==> config.mk <==
export PLATFORM = sky130hd
export DESIGN_NAME = fifo_fair_readers_writers_arbiter_unit
export DESIGN_NICKNAME = d
export VERILOG_FILES = /design/src/hdl/frwa_pkg.sv /design/src/hdl/frwa_queue.sv /design/src/hdl/frwa_ctrl.sv /design/src/hdl/fifo_fair_readers_writers_arbiter_unit.sv
export SDC_FILE = /design/constraint.sdc
export NUM_CORES = 1
export LEC_CHECK = 0
export ABC_AREA = 1
export BUFFER_PORTS_ARGS = -buffer_cell sky130_fd_sc_hd__clkbuf_2
export CAP_MARGIN = 10
export CORE_MARGIN = 3
export CORE_UTILIZATION = 65
export DETAILED_ROUTE_END_ITERATION = 12
export GPL_TIMING_DRIVEN = 0
export MAX_ROUTING_LAYER = met4
export PLACE_DENSITY = 0.82
export SLEW_MARGIN = 0
export SYNTH_ARGS = -nofsm -noshare
export SYNTH_HDL_FRONTEND = slang
export SYNTH_HIERARCHICAL = 1
export SYNTH_SLANG_ARGS = --single-unit
==> constraint.sdc <==
create_clock -name clk -period 5 [get_ports clk]
set_clock_uncertainty 0.2 [all_clocks]
set_input_delay 0.5 -clock clk [delete_from_list [all_inputs] [get_ports clk]]
set_output_delay 0.5 -clock clk [all_outputs]
set_load 0.01 [all_outputs]
==> src/hdl/frwa_pkg.sv <==
// Shared types and codes for the FIFO-fair readers/writer lock arbiter.
// Used by frwa_queue, frwa_ctrl and the top level; depends on nothing.
`default_nettype none

package frwa_pkg;

    localparam int CMD_W     = 2;
    localparam int REQ_W     = 4;
    localparam int STATUS_W  = 3;
    localparam int READERS_W = 5;
    localparam int ENTRY_W   = REQ_W + 1;

    localparam int QUEUE_DEPTH_DEF = 16;
    localparam int REQUESTERS_DEF  = 16;

    localparam logic [CMD_W-1:0] CMD_ENTER_READ  = 2'd0;
    localparam logic [CMD_W-1:0] CMD_EXIT_READ   = 2'd1;
    localparam logic [CMD_W-1:0] CMD_ENTER_WRITE = 2'd2;
    localparam logic [CMD_W-1:0] CMD_EXIT_WRITE  = 2'd3;

    localparam logic [STATUS_W-1:0] ST_GRANT    = 3'd0;
    localparam logic [STATUS_W-1:0] ST_QUEUED   = 3'd1;
    localparam logic [STATUS_W-1:0] ST_RELEASED = 3'd2;
    localparam logic [STATUS_W-1:0] ST_FULL     = 3'd3;
    localparam logic [STATUS_W-1:0] ST_ERROR    = 3'd4;

    localparam logic [READERS_W-1:0] READERS_MAX = 5'd31;
    localparam logic [READERS_W-1:0] GRANTS_MAX  = 5'd16;

    // Queue operation requested by the sequencer
    typedef struct packed {
        logic             push;
        logic             pop;
        logic             kind;
        logic [REQ_W-1:0] who;
    } frwa_qop_t;

    // Queue status seen by the sequencer
    typedef struct packed {
        logic             empty;
        logic             full;
        logic             single;
        logic             head_kind;
        logic [REQ_W-1:0] head_who;
        logic             next_kind;
    } frwa_qstat_t;

endpackage

`default_nettype wire

==> src/hdl/frwa_queue.sv <==
// Wait queue of the arbiter: circular memory with head, tail and fill count.
// Reads the head entry and the one behind it into registers. Uses frwa_pkg.
`default_nettype none

module frwa_queue #(
    parameter int QUEUE_DEPTH = frwa_pkg::QUEUE_DEPTH_DEF
) (
    input  wire                       clk,
    input  wire                       rst_n,
    input  wire frwa_pkg::frwa_qop_t  qop,
    output frwa_pkg::frwa_qstat_t     qstat
);
    import frwa_pkg::*;

    localparam int PW = $clog2(QUEUE_DEPTH);
    localparam int CW = $clog2(QUEUE_DEPTH + 1);
    localparam logic [PW-1:0] LAST_IDX = PW'(QUEUE_DEPTH - 1);
    localparam logic [CW-1:0] FULL_CNT = CW'(QUEUE_DEPTH);

    logic [ENTRY_W-1:0] mem [QUEUE_DEPTH];

    logic [PW-1:0]      head_reg, head_next;
    logic [PW-1:0]      tail_reg, tail_next;
    logic [CW-1:0]      count_reg, count_next;
    logic [ENTRY_W-1:0] rd_head_reg;
    logic [ENTRY_W-1:0] rd_next_reg;

    function automatic logic [PW-1:0] wrap_inc(input logic [PW-1:0] p);
        return (p == LAST_IDX) ? '0 : p + PW'(1);
    endfunction

    always_comb
    begin
        head_next  = head_reg;
        tail_next  = tail_reg;
        count_next = count_reg;
        if (qop.push)
        begin
            tail_next  = wrap_inc(tail_reg);
            count_next = count_reg + CW'(1);
        end
        else if (qop.pop)
        begin
            head_next  = wrap_inc(head_reg);
            count_next = count_reg - CW'(1);
        end
    end

    always_ff @(posedge clk or negedge rst_n)
    begin
        if (!rst_n)
        begin
            head_reg  <= '0;
            tail_reg  <= '0;
            count_reg <= '0;
        end
        else
        begin
            head_reg  <= head_next;
            tail_reg  <= tail_next;
            count_reg <= count_next;
        end
    end

    // Read ahead at the next head so a pop shows the new head in the next cycle
    always_ff @(posedge clk)
    begin
        if (qop.push)
            mem[tail_reg] <= {qop.kind, qop.who};
        rd_head_reg <= mem[head_next];
        rd_next_reg <= mem[wrap_inc(head_next)];
    end

    assign qstat.empty     = (count_reg == '0);
    assign qstat.full      = (count_reg == FULL_CNT);
    assign qstat.single    = (count_reg == CW'(1));
    assign qstat.head_kind = rd_head_reg[REQ_W];
    assign qstat.head_who  = rd_head_reg[REQ_W-1:0];
    assign qstat.next_kind = rd_next_reg[REQ_W];

`ifndef SYNTHESIS
    a_count_bound: assert property (@(posedge clk) disable iff (!rst_n)
        count_reg <= FULL_CNT)
        else $error("queue count beyond depth");
    a_no_push_full: assert property (@(posedge clk) disable iff (!rst_n)
        qop.push |-> !qstat.full)
        else $error("push into full queue");
    a_no_pop_empty: assert property (@(posedge clk) disable iff (!rst_n)
        qop.pop |-> (!qstat.empty && !qop.push))
        else $error("pop from empty queue or with push");
`endif

endmodule

`default_nettype wire

==> src/hdl/frwa_ctrl.sv <==
// Sequencer of the arbiter: lock state, event decode, head drain and the
// result register. Drives frwa_queue through frwa_qop_t. Uses frwa_pkg.
`default_nettype none

module frwa_ctrl #(
    parameter int REQUESTERS = frwa_pkg::REQUESTERS_DEF
) (
    input  wire                              clk,
    input  wire                              rst_n,
    input  wire                              in_valid,
    output logic                             in_stall,
    input  wire  [frwa_pkg::CMD_W-1:0]       command,
    input  wire  [frwa_pkg::REQ_W-1:0]       requester,
    output logic                             out_valid,
    input  wire                              out_stall,
    output logic [frwa_pkg::STATUS_W-1:0]    status,
    output logic [frwa_pkg::REQ_W-1:0]       grant_requester,
    output logic                             grant_kind,
    output logic                             last,
    output frwa_pkg::frwa_qop_t              qop,
    input  wire frwa_pkg::frwa_qstat_t       qstat
);
    import frwa_pkg::*;

    localparam logic [1:0] S_IDLE = 2'd0;
    localparam logic [1:0] S_EVAL = 2'd1;
    localparam logic [1:0] S_WAKE = 2'd2;

    localparam logic [8:0] REQ_LIMIT = 9'(REQUESTERS);

    logic [1:0]           state_reg, state_next;
    logic [CMD_W-1:0]     cmd_reg, cmd_next;
    logic [REQ_W-1:0]     who_reg, who_next;
    logic                 writer_reg, writer_next;
    logic [READERS_W-1:0] readers_reg, readers_next;
    logic [READERS_W-1:0] gcnt_reg, gcnt_next;

    logic                 out_valid_reg, out_valid_next;
    logic [STATUS_W-1:0]  status_reg, status_next;
    logic [REQ_W-1:0]     grq_reg, grq_next;
    logic                 gkind_reg, gkind_next;
    logic                 last_reg, last_next;

    logic                 out_free;
    logic                 emit;
    logic                 out_of_range;
    logic                 ev_kind;

    assign out_free     = !out_valid_reg || !out_stall;
    assign out_of_range = ({5'b0, who_reg} >= REQ_LIMIT);
    assign ev_kind      = cmd_reg[1];

    always_comb
    begin
        state_next   = state_reg;
        cmd_next     = cmd_reg;
        who_next     = who_reg;
        writer_next  = writer_reg;
        readers_next = readers_reg;
        gcnt_next    = gcnt_reg;
        emit         = 1'b0;
        status_next  = status_reg;
        grq_next     = who_reg;
        gkind_next   = ev_kind;
        last_next    = 1'b1;
        qop.push     = 1'b0;
        qop.pop      = 1'b0;
        qop.kind     = ev_kind;
        qop.who      = who_reg;

        case (state_reg)
            S_IDLE:
            begin
                if (in_valid)
                begin
                    cmd_next   = command;
                    who_next   = requester;
                    state_next = S_EVAL;
                end
            end
            S_EVAL:
            begin
                if (out_free)
                begin
                    state_next = S_IDLE;
                    if (out_of_range)
                    begin
                        emit        = 1'b1;
                        status_next = ST_ERROR;
                    end
                    else
                    begin
                        case (cmd_reg)
                            CMD_ENTER_READ:
                            begin
                                emit = 1'b1;
                                if (!writer_reg && qstat.empty)
                                begin
                                    if (readers_reg == READERS_MAX)
                                        status_next = ST_ERROR;
                                    else
                                    begin
                                        readers_next = readers_reg + READERS_W'(1);
                                        status_next  = ST_GRANT;
                                    end
                                end
                                else if (qstat.full)
                                    status_next = ST_FULL;
                                else
                                begin
                                    qop.push    = 1'b1;
                                    status_next = ST_QUEUED;
                                end
                            end
                            CMD_EXIT_READ:
                            begin
                                if (readers_reg == '0)
                                begin
                                    emit        = 1'b1;
                                    status_next = ST_ERROR;
                                end
                                else
                                begin
                                    readers_next = readers_reg - READERS_W'(1);
                                    if (readers_reg == READERS_W'(1) && !qstat.empty)
                                    begin
                                        gcnt_next  = '0;
                                        state_next = S_WAKE;
                                    end
                                    else
                                    begin
                                        emit        = 1'b1;
                                        status_next = ST_RELEASED;
                                    end
                                end
                            end
                            CMD_ENTER_WRITE:
                            begin
                                emit = 1'b1;
                                if (!writer_reg && readers_reg == '0)
                                begin
                                    writer_next = 1'b1;
                                    status_next = ST_GRANT;
                                end
                                else if (qstat.full)
                                    status_next = ST_FULL;
                                else
                                begin
                                    qop.push    = 1'b1;
                                    status_next = ST_QUEUED;
                                end
                            end
                            CMD_EXIT_WRITE:
                            begin
                                if (!writer_reg)
                                begin
                                    emit        = 1'b1;
                                    status_next = ST_ERROR;
                                end
                                else
                                begin
                                    writer_next = 1'b0;
                                    if (!qstat.empty)
                                    begin
                                        gcnt_next  = '0;
                                        state_next = S_WAKE;
                                    end
                                    else
                                    begin
                                        emit        = 1'b1;
                                        status_next = ST_RELEASED;
                                    end
                                end
                            end
                            default:
                            begin
                                state_next = S_IDLE;
                            end
                        endcase
                    end
                end
            end
            S_WAKE:
            begin
                // Grant one head entry per cycle while the output is free; peek behind it to flag the final word
                if (out_free)
                begin
                    emit        = 1'b1;
                    qop.pop     = 1'b1;
                    status_next = ST_GRANT;
                    grq_next    = qstat.head_who;
                    if (gcnt_reg == '0 && qstat.head_kind)
                    begin
                        writer_next = 1'b1;
                        gkind_next  = 1'b1;
                        state_next  = S_IDLE;
                    end
                    else
                    begin
                        readers_next = readers_reg + READERS_W'(1);
                        gcnt_next    = gcnt_reg + READERS_W'(1);
                        gkind_next   = 1'b0;
                        last_next    = qstat.single
                                    || (gcnt_reg == GRANTS_MAX - READERS_W'(1))
                                    || (readers_reg == READERS_MAX - READERS_W'(1))
                                    || qstat.next_kind;
                        if (last_next)
                            state_next = S_IDLE;
                    end
                end
            end
            default:
            begin
                state_next = S_IDLE;
            end
        endcase

        if (emit)
            out_valid_next = 1'b1;
        else if (out_free)
            out_valid_next = 1'b0;
        else
            out_valid_next = out_valid_reg;
    end

    always_ff @(posedge clk or negedge rst_n)
    begin
        if (!rst_n)
        begin
            state_reg     <= S_IDLE;
            writer_reg    <= 1'b0;
            readers_reg   <= '0;
            gcnt_reg      <= '0;
            out_valid_reg <= 1'b0;
        end
        else
        begin
            state_reg     <= state_next;
            writer_reg    <= writer_next;
            readers_reg   <= readers_next;
            gcnt_reg      <= gcnt_next;
            out_valid_reg <= out_valid_next;
        end
    end

    always_ff @(posedge clk)
    begin
        cmd_reg <= cmd_next;
        who_reg <= who_next;
        if (emit)
        begin
            status_reg <= status_next;
            grq_reg    <= grq_next;
            gkind_reg  <= gkind_next;
            last_reg   <= last_next;
        end
    end

    assign in_stall        = (state_reg != S_IDLE);
    assign out_valid       = out_valid_reg;
    assign status          = status_reg;
    assign grant_requester = grq_reg;
    assign grant_kind      = gkind_reg;
    assign last            = last_reg;

`ifndef SYNTHESIS
    a_writer_excl: assert property (@(posedge clk) disable iff (!rst_n)
        writer_reg |-> (readers_reg == '0))
        else $error("writer active with readers");
    a_wake_nonempty: assert property (@(posedge clk) disable iff (!rst_n)
        (state_reg == S_WAKE) |-> !qstat.empty)
        else $error("drain with empty queue");
    a_grant_bound: assert property (@(posedge clk) disable iff (!rst_n)
        gcnt_reg <= GRANTS_MAX)
        else $error("drain grant count beyond limit");
`endif

endmodule

`default_nettype wire

==> src/hdl/fifo_fair_readers_writers_arbiter_unit.sv <==
// Top level of the FIFO-fair readers/writer lock arbiter.
// Instantiates frwa_ctrl and frwa_queue; uses frwa_pkg.
//
//   port group  dir  handshake               payload
//   in          in   in_valid / in_stall     command, requester
//   out         out  out_valid / out_stall   status, grant_requester, grant_kind, last
//
// An event is accepted in S_IDLE and decoded in S_EVAL; each grant drained from the
// wait queue (one writer, or up to 16 readers) then follows in S_WAKE, one queue head
// read per cycle while the output is not stalled. in_stall stays high until the
// final word of an event has been placed in the output register. out_stall holds
// the output register and pauses the sequencer. Reset clears lock state and queue
// pointers.
`default_nettype none

module fifo_fair_readers_writers_arbiter_unit #(
    parameter int QUEUE_DEPTH = frwa_pkg::QUEUE_DEPTH_DEF,
    parameter int REQUESTERS  = frwa_pkg::REQUESTERS_DEF
) (
    input  wire                              clk,
    input  wire                              rst_n,
    input  wire                              in_valid,
    output logic                             in_stall,
    input  wire  [frwa_pkg::CMD_W-1:0]       command,
    input  wire  [frwa_pkg::REQ_W-1:0]       requester,
    output logic                             out_valid,
    input  wire                              out_stall,
    output logic [frwa_pkg::STATUS_W-1:0]    status,
    output logic [frwa_pkg::REQ_W-1:0]       grant_requester,
    output logic                             grant_kind,
    output logic                             last
);
    import frwa_pkg::*;

    frwa_qop_t   qop;
    frwa_qstat_t qstat;

    frwa_ctrl #(
        .REQUESTERS (REQUESTERS)
    ) u_ctrl (
        .clk             (clk),
        .rst_n           (rst_n),
        .in_valid        (in_valid),
        .in_stall        (in_stall),
        .command         (command),
        .requester       (requester),
        .out_valid       (out_valid),
        .out_stall       (out_stall),
        .status          (status),
        .grant_requester (grant_requester),
        .grant_kind      (grant_kind),
        .last            (last),
        .qop             (qop),
        .qstat           (qstat)
    );

    frwa_queue #(
        .QUEUE_DEPTH (QUEUE_DEPTH)
    ) u_queue (
        .clk   (clk),
        .rst_n (rst_n),
        .qop   (qop),
        .qstat (qstat)
    );

endmodule

`default_nettype wire

==> results.md <==
* Worst Setup Start Kind: register
* Most frequent cells in the layout: 135 x nand2_1, 95 x edfxtp_1, 85 x nor2_1
* Max FFs per register at 80
* Io pins at 21
* Synthesis-to-finish area growth at 13.9%
* Leakage at 0.00303 uW
* Worst rel slew slack at between 30% and 40%
* Number of inserted diodes at 0
* Worst-Margin Slew at 1020 ps
* Status: finished clean
* Postcts setup bufs at 0
* Vias in the first global route at 4981
* Slowest cell delay on critical path at just under 800 ps
* Port Buffers at 20
* Vias/cell at 5.95
* Flop2flop setup slack at approximately 870 ps
* First-pass GRT wire length at ~25000 um
* Share of cells above drive strength 1 at 13.8%
* Initial antenna violation count at 0
* Mean Syn Cell Area at 9.61 um^2
* Post-Syn Nets at 691
* Period minus WS final at about 4100 ps
* Distinct cells, synth at 38
* Critical path's most frequent cell: nand2_1
* Pwr Density at 614 mW/mm^2
* Worst Path Max Fanout at 11
* Die Y at 105 um
* Total track usage at a little under a third
* Worst setup margin at 869 ps
* CTS Buf Count at 17
* Routed WL per cell at 18.2 um
* Die area at 0.0110 mm^2
* Final worst-path cycle share at 82.6%
* FFs w/ async S/R, synth at 21.1%
* Core box area at 0.00937 mm^2
* H-tree depth at 4
* Register area share after synthesis at 57.6%
* Mapped Cells at ~660
* Largest net degree at the start of global routing at 28
* Drt drc at 0
* Final setup vio count at 0
* Hold Path Class: in -> reg
* Vias at between 5000 and 6000
* Worst path cell trace: inv_1 > ha_1 > inv_1 > nor3_1 > nand2_1 > nand2_1 > nand2_1 > inv_1 > nor3_1 > inv_2 > nand2_2 > nand2_1 > nand2_2 > buf_2 > ha_1 > inv_1 > a21oi_2 > nand2_4 > nand2_4 > nand2_1 > nand3_1 > nand3_1 > nand3b_1 > nand2_1
* Drt initial violations at 629
* Buffers and inverters on the worst path at 6
* Final setup TNS at 0 ps
* Initial Util at roughly two thirds
* Clock Pin Slew Worst Setup and Hold Paths at about 60 ps
* Yosys Warn Count at 6
* Number of cells upsized or downsized after cts at 0
* Register with the most flip-flops: u_queue/mem
* IR drop worst, VDD at ~0.00034 V
* Nets@finish at 737
* FMAX at 0.242 GHz
* Root Buffer: clkbuf_8
* Commonest non-fill, non-tap cell in the layout: nand2_1
* CP endpoint kind: register
* Post-Syn Area at 0.00634 mm^2
* Worst skew pair latency at a little over 500 ps
* DRT antenna net count at 0
* CTS max path bufs at 2
* Slew Limit Fails at 0
* Clock sink count at ~130
* RSZ-0062 raised after global routing: no
* Detailed Place HPWL at 10400 um
* Placement Cell Area at 0.00660 mm^2
* Final-report hold violation count at 0
* Pre-Repair DR Iteration Count at 7
* Gp weighted congestion at 0.999
* Arr. time, crit path at between 4000 and 5000 ps
* CP Class: reg -> reg
* Row count at 35
* GRT overflow at 0
* WP data required at roughly 5200 ps
* Design Area, Final at ~0.0072 mm^2
* CP top delay family: simple AND/OR/NAND/NOR gates
* Synth Flop Type: edfxtp_1
* Die width at between 100 and 150 um
* Max-cap viol count at 0
* CTS tree: yes
* Worst slack at placement at 954 ps
* Post-synth EDFFs at 95
* Synthesized flop and latch total at 128
* Critical-path top delay cell: nor3_1
* WL final at 15400 um
-- final timing paths --
check                                          start                     end  cells after the start
worst max-delay path            u_queue/count_reg[0]  u_queue/rd_next_reg[4]                     24
worst min-delay path                       out_stall        u_ctrl/out_valid                      3
worst max register to register  u_queue/count_reg[0]  u_queue/rd_next_reg[4]                     24
worst min register to register  u_queue/count_reg[3]    u_queue/count_reg[3]                      1
max in group asynchronous                      rst_n    u_queue/count_reg[4]                      2
min in group asynchronous                      rst_n   u_ctrl/readers_reg[3]                      2
-- power by group --
part	total, uW	leakage [uW]	internal [uW]	switching, uW
logic	1770	0.00152	587	1180
registers	1520	0.00125	1360	155
clock network	1150	0.000261	669	478
total	4430	0.00303	2620	1810
-- worst reg2reg max path, stage by stage, from the launching register on --
cell and delay [ps]:
dfrtp_1 420, inv_1 120, ha_1 210, inv_1 70, nor3_1 90, nand2_1 80
nand2_1 70, nand2_1 100, inv_1 50, nor3_1 780, inv_2 140, nand2_2 170
nand2_1 80, nand2_2 120, buf_2 280, ha_1 200, inv_1 50, a21oi_2 170
nand2_4 130, nand2_4 130, nand2_1 60, nand3_1 70, nand3_1 90, nand3b_1 90
nand2_1 50
-- repair_timing --
| action | 4_1_cts | 5_1_grt |
|---|---|---|
| endpoints found under the setup margin | 0 | 0 |
| hold buffers | 7 | 0 |
| endpoints found under the hold margin | 33 | 0 |
-- kinds of logic (layout without fill, tap and decap cells) --
logic type / Yosys count / in the layout / synth area share [%]
buffers and inverters: 91 / 150 / 6.40
and+or+nand+nor: 330 / 330 / 23.3
DFF: 128 / 128 / 57.6
xor gates and xnor gates: 6 / 6 / 0.829
AOI/OAI and AO/OA: 82 / 82 / 7.52
adders and majority gates: 22 / 22 / 4.34
-- cell type report --
class | count | area, um^2
clock buffer | 19 | 422
buffer | 21 | 130
multi-input combinational | 440 | 2280
inverter | 70 | 275
fill | 651 | 2150
tap | 129 | 161
sequential | 128 | 3650
timing repair buffer | 27 | 170
clock inverter | 13 | 128
-- synthesized netlist by cell type (2+ instances only) --
library cell,count,area [um^2]
a21oi_1,14,70.1
buf_2,11,55.1
buf_4,4,30.0
buf_6,3,33.8
clkbuf_1,3,11.3
dfrtp_1,27,676
dfxtp_1,6,120
edfxtp_1,95,2850
ha_1,22,275
inv_1,64,240
inv_2,3,11.3
nand2_1,135,507
nand2_2,6,37.5
nand2_4,5,56.3
nand3_1,69,345
nand3b_1,2,15.0
nand4_1,9,56.3
nor2_1,85,319
nor2_2,5,31.3
nor3_1,4,20.0
nor3b_1,3,22.5
o211ai_1,17,128
o21ai_0,27,135
o21ai_1,16,80.1
o21ai_2,2,17.5
o21bai_1,4,30.0
or2_2,2,12.5
xor2_1,6,52.6
-- per-stage QoR --
stage,util (%),total power [uW],std cells,hold WS (ps)
detailed placement,70.4,3230,808,283
global placement,70.4,3160,808,271
floorplan,-,2760,659,4.41
global route,77.0,4730,847,78.5
CTS,77.0,4400,847,50.7
finish,77.0,4430,847,65.8
-- metal layers --
| metal | global-route usage [%] | share of wire (%) | vias up |
|---|---|---|---|
| met3 | 7.16 | 9.3 | 34 |
| met2 | 49.5 | 50 | 285 |
| li1 | - | - | 2309 |
| met1 | 38.9 | 39 | 2411 |
| met4 | 10.0 | 2.1 | 0 |
| met5 | - | 0 | - |
Power figures use the tool's default switching activity.
